===== src/rtl/lfpd_pkg.sv =====
// ----------------------------------------------------------------------------
// Line follower PD drive package
// Shared types, constants and the speed clamp of the line follower controller.
// ----------------------------------------------------------------------------
package lfpd_pkg;

  localparam int MaxSpeed = 16000;
  localparam bit SensorOneOnLeft = 1'b1;
  localparam int unsigned CfgAddrWidth = 5;

  typedef enum logic [2:0] {
    TsOk            = 3'd0,
    TsLostLeft      = 3'd1,
    TsLostRight     = 3'd2,
    TsDiscontinuous = 3'd3,
    TsLostUnknown   = 3'd4,
    TsUnknown       = 3'd5,
    TsNoData        = 3'd6
  } track_state_e;

  typedef enum logic [2:0] {
    RegBaseSpeed       = 3'd0,
    RegTurnSlowdown    = 3'd1,
    RegKpGain          = 3'd2,
    RegKdGain          = 3'd3,
    RegMinForwardSpeed = 3'd4,
    RegLostInnerSpeed  = 3'd5,
    RegLostOuterSpeed  = 3'd6,
    RegSlewStep        = 3'd7
  } cfg_reg_e;

  typedef struct packed {
    track_state_e       track_state;
    logic signed [11:0] line_position;
    logic [7:0]         tick_count;
  } lfpd_in_t;

  typedef struct packed {
    logic signed [15:0] left_speed;
    logic signed [15:0] right_speed;
  } lfpd_out_t;

  typedef struct packed {
    logic signed [15:0] cruise_speed;
    logic [15:0]        turn_slowdown;
    logic [15:0]        kp_gain;
    logic [15:0]        kd_gain;
    logic signed [15:0] min_forward_speed;
    logic signed [15:0] lost_inner_speed;
    logic signed [15:0] lost_outer_speed;
    logic [14:0]        slew_step;
  } lfpd_cfg_t;

  function automatic logic signed [15:0] clamp_speed(input logic signed [23:0] value);
    logic signed [23:0] limit;
    limit = 24'(MaxSpeed);
    if (value > limit) begin
      return 16'(limit);
    end else if (value < -limit) begin
      return 16'(-limit);
    end else begin
      return value[15:0];
    end
  endfunction

endpackage


===== src/rtl/lfpd_steer.sv =====
// ----------------------------------------------------------------------------
// Line follower PD steering
// Computes the PD wheel targets for one position error against the last one.
// ----------------------------------------------------------------------------
module lfpd_steer (
  input  lfpd_pkg::lfpd_cfg_t cfg_i,
  input  logic signed [11:0]  err_i,
  input  logic signed [11:0]  prev_err_i,
  output logic signed [15:0]  left_o,
  output logic signed [15:0]  right_o
);

  logic [11:0]        mag;
  logic [27:0]        slow_prod;
  logic signed [21:0] base_raw;
  logic signed [21:0] min_fwd;
  logic signed [21:0] base;
  logic signed [12:0] diff;
  logic signed [28:0] p_prod;
  logic signed [29:0] d_prod;
  logic signed [29:0] corr_sum;
  logic signed [21:0] corr;
  logic signed [23:0] left_sum;
  logic signed [23:0] right_sum;
  logic signed [15:0] left_clamped;
  logic signed [15:0] right_clamped;

  assign mag       = err_i[11] ? 12'(-err_i) : 12'(err_i);
  assign slow_prod = mag * cfg_i.turn_slowdown;
  assign base_raw  = 22'(cfg_i.cruise_speed) - $signed({2'b00, slow_prod[27:8]});
  assign min_fwd   = 22'(cfg_i.min_forward_speed);
  assign base      = (base_raw < min_fwd) ? min_fwd : base_raw;

  assign diff      = 13'(err_i) - 13'(prev_err_i);
  assign p_prod    = $signed({1'b0, cfg_i.kp_gain}) * err_i;
  assign d_prod    = $signed({1'b0, cfg_i.kd_gain}) * diff;
  assign corr_sum  = 30'(p_prod) + d_prod;
  assign corr      = $signed(corr_sum[29:8]);

  assign left_sum  = 24'(base) + 24'(corr);
  assign right_sum = 24'(base) - 24'(corr);

  assign left_clamped  = lfpd_pkg::clamp_speed(left_sum);
  assign right_clamped = lfpd_pkg::clamp_speed(right_sum);

  assign left_o  = (left_clamped < cfg_i.min_forward_speed) ?
                   cfg_i.min_forward_speed : left_clamped;
  assign right_o = (right_clamped < cfg_i.min_forward_speed) ?
                   cfg_i.min_forward_speed : right_clamped;

endmodule


===== src/rtl/line_follow_pd_differential_drive.sv =====
// ----------------------------------------------------------------------------
// Line follower PD differential drive
// Turns one line-sensor word into a slew-limited pair of wheel speed targets.
// ----------------------------------------------------------------------------
// Channel  Direction  Handshake                  Word
// in       input      in_valid_i / in_ready_o    track state, position, ticks
// out      output     out_valid_o / out_ready_i  left and right speed
// cfg      input      APB psel/penable/pready    eight control registers
//
// A word is registered in the input register on acceptance; its result is
// registered into the held speeds once the output slot is free and offered
// from there; a new word can be taken every cycle unless the output stalls.
// The held speeds and the last error feed back through one register stage.
// Reset clears the control registers, the held speeds, the last error and
// both valid flags to zero.
// A stalled output holds its word; one further input word waits in the
// input register meanwhile.
// ----------------------------------------------------------------------------
module line_follow_pd_differential_drive (
  input  logic                                clk_i,
  input  logic                                rst_ni,
  input  logic                                in_valid_i,
  output logic                                in_ready_o,
  input  lfpd_pkg::lfpd_in_t                  in_word_i,
  output logic                                out_valid_o,
  input  logic                                out_ready_i,
  output lfpd_pkg::lfpd_out_t                 out_word_o,
  input  logic                                psel,
  input  logic                                penable,
  input  logic                                pwrite,
  input  logic [lfpd_pkg::CfgAddrWidth-1:0]   paddr,
  input  logic [31:0]                         pwdata,
  output logic [31:0]                         prdata,
  output logic                                pready
);

  lfpd_pkg::lfpd_cfg_t cfg_q;
  lfpd_pkg::lfpd_in_t  in_q;
  logic                in_valid_q;
  logic                out_valid_q;
  logic signed [15:0]  held_left_q;
  logic signed [15:0]  held_right_q;
  logic signed [15:0]  held_left_d;
  logic signed [15:0]  held_right_d;
  logic signed [11:0]  prev_err_q;

  lfpd_pkg::cfg_reg_e  reg_sel;
  logic                cfg_write;
  logic                advance;
  logic signed [11:0]  pos;
  logic signed [11:0]  err_sel;
  logic                use_pd;
  logic signed [15:0]  pd_left;
  logic signed [15:0]  pd_right;
  logic signed [15:0]  tgt_left;
  logic signed [15:0]  tgt_right;
  logic signed [15:0]  lim_left;
  logic signed [15:0]  lim_right;
  logic [22:0]         step;
  logic signed [24:0]  step_s;
  logic signed [24:0]  left_hi;
  logic signed [24:0]  left_lo;
  logic signed [24:0]  right_hi;
  logic signed [24:0]  right_lo;

  // Configuration port.
  assign pready    = 1'b1;
  assign reg_sel   = lfpd_pkg::cfg_reg_e'(paddr[lfpd_pkg::CfgAddrWidth-1:2]);
  assign cfg_write = psel & penable & pwrite & pready;

  always_ff @(posedge clk_i or negedge rst_ni) begin
    if (!rst_ni) begin
      cfg_q <= '0;
    end else if (cfg_write) begin
      case (reg_sel)
        lfpd_pkg::RegBaseSpeed:       cfg_q.cruise_speed      <= pwdata[15:0];
        lfpd_pkg::RegTurnSlowdown:    cfg_q.turn_slowdown     <= pwdata[15:0];
        lfpd_pkg::RegKpGain:          cfg_q.kp_gain           <= pwdata[15:0];
        lfpd_pkg::RegKdGain:          cfg_q.kd_gain           <= pwdata[15:0];
        lfpd_pkg::RegMinForwardSpeed: cfg_q.min_forward_speed <= pwdata[15:0];
        lfpd_pkg::RegLostInnerSpeed:  cfg_q.lost_inner_speed  <= pwdata[15:0];
        lfpd_pkg::RegLostOuterSpeed:  cfg_q.lost_outer_speed  <= pwdata[15:0];
        lfpd_pkg::RegSlewStep:        cfg_q.slew_step         <= pwdata[14:0];
        default: ;
      endcase
    end
  end

  always_comb begin
    case (reg_sel)
      lfpd_pkg::RegBaseSpeed:       prdata = 32'(cfg_q.cruise_speed);
      lfpd_pkg::RegTurnSlowdown:    prdata = 32'(cfg_q.turn_slowdown);
      lfpd_pkg::RegKpGain:          prdata = 32'(cfg_q.kp_gain);
      lfpd_pkg::RegKdGain:          prdata = 32'(cfg_q.kd_gain);
      lfpd_pkg::RegMinForwardSpeed: prdata = 32'(cfg_q.min_forward_speed);
      lfpd_pkg::RegLostInnerSpeed:  prdata = 32'(cfg_q.lost_inner_speed);
      lfpd_pkg::RegLostOuterSpeed:  prdata = 32'(cfg_q.lost_outer_speed);
      lfpd_pkg::RegSlewStep:        prdata = 32'(cfg_q.slew_step);
      default:                      prdata = '0;
    endcase
  end

  // Handshake: the result stage moves whenever the input register holds a word and the output slot is free.
  assign advance     = in_valid_q & (~out_valid_q | out_ready_i);
  assign in_ready_o  = ~in_valid_q | advance;
  assign out_valid_o = out_valid_q;
  assign out_word_o  = '{left_speed: held_left_q, right_speed: held_right_q};

  always_ff @(posedge clk_i or negedge rst_ni) begin
    if (!rst_ni) begin
      in_valid_q  <= 1'b0;
      out_valid_q <= 1'b0;
    end else begin
      if (in_ready_o) begin
        in_valid_q <= in_valid_i;
      end
      if (advance) begin
        out_valid_q <= 1'b1;
      end else if (out_ready_i) begin
        out_valid_q <= 1'b0;
      end
    end
  end

  always_ff @(posedge clk_i) begin
    if (in_valid_i && in_ready_o) begin
      in_q <= in_word_i;
    end
  end

  // Target selection.
  always_comb begin
    if (lfpd_pkg::SensorOneOnLeft) begin
      pos = in_q.line_position;
    end else if (in_q.line_position == -12'sd2048) begin
      pos = 12'sd2047;
    end else begin
      pos = 12'(-in_q.line_position);
    end
  end

  always_comb begin
    err_sel   = prev_err_q;
    use_pd    = 1'b0;
    tgt_left  = cfg_q.cruise_speed;
    tgt_right = cfg_q.cruise_speed;
    case (in_q.track_state)
      lfpd_pkg::TsOk: begin
        err_sel   = pos;
        use_pd    = 1'b1;
        tgt_left  = pd_left;
        tgt_right = pd_right;
      end
      lfpd_pkg::TsLostLeft: begin
        tgt_left  = cfg_q.lost_inner_speed;
        tgt_right = cfg_q.lost_outer_speed;
      end
      lfpd_pkg::TsLostRight: begin
        tgt_left  = cfg_q.lost_outer_speed;
        tgt_right = cfg_q.lost_inner_speed;
      end
      lfpd_pkg::TsDiscontinuous, lfpd_pkg::TsLostUnknown, lfpd_pkg::TsUnknown: begin
        use_pd    = 1'b1;
        tgt_left  = pd_left;
        tgt_right = pd_right;
      end
      default: ;
    endcase
  end

  lfpd_steer u_steer (
    .cfg_i      (cfg_q),
    .err_i      (err_sel),
    .prev_err_i (prev_err_q),
    .left_o     (pd_left),
    .right_o    (pd_right)
  );

  assign lim_left  = lfpd_pkg::clamp_speed(24'(tgt_left));
  assign lim_right = lfpd_pkg::clamp_speed(24'(tgt_right));

  // Slew limit around the held speeds.
  assign step     = cfg_q.slew_step * in_q.tick_count;
  assign step_s   = $signed({2'b00, step});
  assign left_hi  = 25'(held_left_q) + step_s;
  assign left_lo  = 25'(held_left_q) - step_s;
  assign right_hi = 25'(held_right_q) + step_s;
  assign right_lo = 25'(held_right_q) - step_s;

  always_comb begin
    if (25'(lim_left) > left_hi) begin
      held_left_d = left_hi[15:0];
    end else if (25'(lim_left) < left_lo) begin
      held_left_d = left_lo[15:0];
    end else begin
      held_left_d = lim_left;
    end
    if (25'(lim_right) > right_hi) begin
      held_right_d = right_hi[15:0];
    end else if (25'(lim_right) < right_lo) begin
      held_right_d = right_lo[15:0];
    end else begin
      held_right_d = lim_right;
    end
  end

  always_ff @(posedge clk_i or negedge rst_ni) begin
    if (!rst_ni) begin
      held_left_q  <= '0;
      held_right_q <= '0;
      prev_err_q   <= '0;
    end else if (advance && (in_q.tick_count != 8'd0)) begin
      held_left_q  <= held_left_d;
      held_right_q <= held_right_d;
      if (use_pd) begin
        prev_err_q <= err_sel;
      end
    end
  end

endmodule


===== config.mk =====
export PLATFORM = sky130hd
export DESIGN_NAME = line_follow_pd_differential_drive
export DESIGN_NICKNAME = d
export VERILOG_FILES = /design/src/rtl/lfpd_pkg.sv /design/src/rtl/lfpd_steer.sv /design/src/rtl/line_follow_pd_differential_drive.sv
export SDC_FILE = /design/constraint.sdc
export NUM_CORES = 2
export LEC_CHECK = 0
export ABC_AREA = 1
export CAP_MARGIN = 40
export CORE_MARGIN = 2
export CORE_UTILIZATION = 50
export CTS_BUF_LIST = sky130_fd_sc_hd__clkbuf_8
export CTS_CLUSTER_DIAMETER = 30
export DETAILED_ROUTE_END_ITERATION = 8
export DONT_BUFFER_PORTS = 1
export PLACE_DENSITY = 0.75
export SLEW_MARGIN = 40
export SYNTH_ARGS = -nofsm -noshare
export SYNTH_HDL_FRONTEND = slang
export SYNTH_SLANG_ARGS = --single-unit
export TNS_END_PERCENT = 30

===== constraint.sdc =====
create_clock -name clk_i -period 21.3 [get_ports clk_i]
set_input_delay 5.325 -clock clk_i [delete_from_list [all_inputs] [get_ports clk_i]]
set_output_delay 5.325 -clock clk_i [all_outputs]
set_load 0.01 [all_outputs]

==> run_results.csv <==
group,metric,value,unit
run_status,status,"finished clean",
finish,drive_above_1_share,5.114,%
cts,numCtsBuffers,17,
floorplanning,dieArea,93480,um2
min_path,min-delay-path-class,"register to register",
yosys,syn_area_per_cell,7.419,um2
routing,ant_nets,0,
critical_path,path_common_cell,"nand2_1",
yosys,ys_seq_area_share,11.03,%
run,drv_cap,0,
yosys,ys.flop_type,"dfrtp_1",
finish,final_area,46870,um2
critical_path,slowest_stage,"fa_1",
global_route,grt_max_degree,174,
critical_path,cp-start-kind,"register",
timing,setup_tns,0,ps
floorplanning,die_h,305.7,um
cts,cts_tree,"yes",
floorplanning,start_util,50.50,%
global_route,grt_pass1_wl,221.6,mm
placement,dpl_cell_area,46240,um2
routing,dr.pass1.iters,6,
finish,utilization,51.99,%
timing,maxSlewViolCount,0,
yosys,ys_seq_elements,196,
timing,tightest_slew,873.7,ps
finish,nFillCells,8492,
timing,fin_crit_sh,93.44,%
routing,routedWlPerCell,19.66,um
routing,first_iter_violations,3804,
routing,drc,0,
timing,hold_viol,0,
floorplanning,core-area,90150,um2
cts,cts_htree_levels,4,
critical_path,cp.required,21850,ps
cts,ctsHoldBuffers,0,
placement,io_buffers,0,
cts,clk_path_buf_depth,2,
critical_path,crit_type,"register to register",
yosys,synth_fp_nets,7337,
timing,rsz0062_at_grt,"no",
cts,cts_root_buf,"clkbuf_8",
global_route,track_usage,30.59,%
routing,viasPerCell,5.625,
yosys,yosysWarnings,0,
cts,clock-sinks,196,
yosys,synth_edf_count,23,
critical_path,cp_max_fo,24,
timing,skew,23.64,ps
floorplanning,fp-row-count,110,
finish,multi_input_area,34680,um2
finish,area_growth,2.955,%
timing,maxSlewHeadroom,41.33,%
global_route,grt_pass1_vias,39860,
yosys,syn-cell-area,45520,um2
finish,regArea,5022,um2
yosys,netlist_instances,6136,
placement,gp_congestion,1.020,
routing,via_count,40400,
yosys,synthArstFlopShare,88.27,%
timing,setup_viol,0,
yosys,synth.distinct_cells,64,
critical_path,slowest_delay,480,ps
finish,nets,7191,
cts,clk_pin_slew,130,ps
critical_path,cp-end-kind,"register",
placement,dp_hpwl,117.1,mm
cts,clock_latency,630,ps
timing,fmax,50.25,MHz
floorplanning,floorplan.die.width,305.7,um
timing,min_period,19900,ps
routing,routed_wl,141.2,mm
critical_path,crit_arrival,20460,ps
floorplanning,io_pins,134,
global_route,gr-total-overflow,0,
global_route,grt_antenna_before_repair,4,
-- placed cells by master, fill, tap and decap left out, types with 5 or more instances in the layout --
master    count
a211oi_1     29
a21o_1        8
a21oi_1     304
a21oi_2      29
a221oi_1     12
buf_4        58
clkbuf_8     17
clkinv_1     12
dfrtp_1     171
edfxtp_1     23
fa_1        569
ha_1        555
ha_2          9
inv_1      1238
inv_12        5
inv_2        20
nand2_1    1293
nand2_2      47
nand2_4      12
nand3_1     273
nand3_2      47
nand3b_1     12
nand4_1      38
nor2_1      549
nor2_2       14
nor3_1       29
nor3_2        5
nor4_1        8
o211ai_1     18
o21ai_0     210
o21ai_1      18
o21bai_1     40
o22ai_1      52
o31ai_1      19
or2_2        11
xnor2_1      24
xor2_1      160
-- routing by layer --
metal | GRT usage [%] | wire [um] | vias to the layer above
li1 | - | - | 18680
met1 | 40.29 | 56720 | 19390
met2 | 47.45 | 61920 | 1957
met3 | 8.590 | 15840 | 354
met4 | 12.34 | 6632 | 8
met5 | 0 | 50 | -
-- critical path, delay by kind of cell, from the launching register on --
family | cells | cell delay [ps]
fa+ha+maj | 13 | 4500
buf+inv | 20 | 2250
xor+xnor | 2 | 600
compound gates | 30 | 5530
flops | 1 | 440
simple gates | 49 | 6460
-- final timing paths --
kind / slack [ps] / startpoint / to / cells after the start
worst min-delay path: 500 / prev_err_q[8]$_DFFE_PN0P_ / prev_err_q[8]$_DFFE_PN0P_ / 2
worst max register to register: 1400 / in_q[22]$_DFFE_PP_ / held_left_q[8]$_DFFE_PN0P_ / 114
max in group asynchronous: 16180 / rst_ni / held_right_q[15]$_DFFE_PN0P_ / 0
min in group asynchronous: 4390 / rst_ni / prev_err_q[8]$_DFFE_PN0P_ / 0
worst max-delay path: 1400 / in_q[22]$_DFFE_PP_ / held_left_q[8]$_DFFE_PN0P_ / 114
worst min register to register: 500 / prev_err_q[8]$_DFFE_PN0P_ / prev_err_q[8]$_DFFE_PN0P_ / 2
-- registers in the layout, summed over array words and instances, names as in the netlist --
signal / cells
cfg_q: 127
held_left_q: 16
held_right_q: 16
in_q: 11
in_valid_q: 1
out_valid_o: 1
pos: 12
prev_err_q: 12
-- layout make-up --
cell class,instances,area share [%]
Antenna cell,3,0.01602
Clock buffer,17,0.4992
Clock inverter,15,0.4458
Inverter,1273,10.22
Multi-Input combinational cell,4443,74.00
Sequential cell,196,10.72
Tap cell,1176,3.139
Timing Repair Buffer,59,0.9717
-- cells in the mapped netlist (8+ instances only) --
master	instances	area share, %
a211oi_1	29	0.48
a21o_1	8	0.13
a21oi_1	307	3.4
a21oi_2	26	0.50
a221oi_1	12	0.23
buf_1	20	0.16
buf_2	11	0.12
buf_4	24	0.40
buf_6	19	0.47
clkbuf_1	139	1.1
clkbuf_8	10	0.30
clkinv_1	13	0.11
dfrtp_1	173	9.5
edfxtp_1	23	1.5
fa_1	569	25
ha_1	565	16
inv_1	1239	10
inv_2	20	0.16
nand2_1	1301	11
nand2_2	40	0.55
nand2_4	12	0.30
nand3_1	273	3.0
nand3_2	47	1.0
nand3b_1	12	0.20
nand4_1	38	0.52
nor2_1	555	4.6
nor2_2	10	0.14
nor3_1	33	0.36
nor4_1	8	0.11
o211ai_1	18	0.30
o21ai_0	219	2.4
o21ai_1	11	0.12
o21bai_1	41	0.68
o22ai_1	52	0.71
o31ai_1	19	0.31
or2_2	11	0.15
xnor2_1	25	0.48
xor2_1	160	3.1
-- cell families after synthesis --
family / after synthesis / synth area share, %
adder cells (fa/ha/maj): 1134 / 40.55
AO/OA/AOI/OAI: 772 / 9.845
XOR/XNOR: 186 / 3.595
flip-flops: 196 / 11.03
other: 1 / 0.008237
buffers and inverters: 1497 / 13.12
AND/OR/NAND/NOR: 2350 / 21.85
-- stage by stage --
| stage | setup slack (ps) | hold WS (ps) | cells |
|---|---|---|---|
| 2_1_floorplan | 4226 | 447.7 | 6136 |
| 3_3_place_gp | 1256 | 465.8 | 7137 |
| 3_5_place_dp | 882.4 | 473.2 | 7138 |
| 4_1_cts | 808.4 | 502.1 | 7170 |
| 5_1_grt | 58.09 | 531.5 | 7181 |
| 6_report | 1398 | 496.9 | 7182 |
-- what timing repair did --
item / in CTS / in global routing
endpoints found under the hold margin: 0 / 0
setup buffers: 0 / 9
endpoints found under the setup margin: 0 / 32
resized for setup: 0 / 36
Power is left out: the tool's default activity adds up to more than one toggle a clock period on the data nets, which glitch-free logic cannot reach.
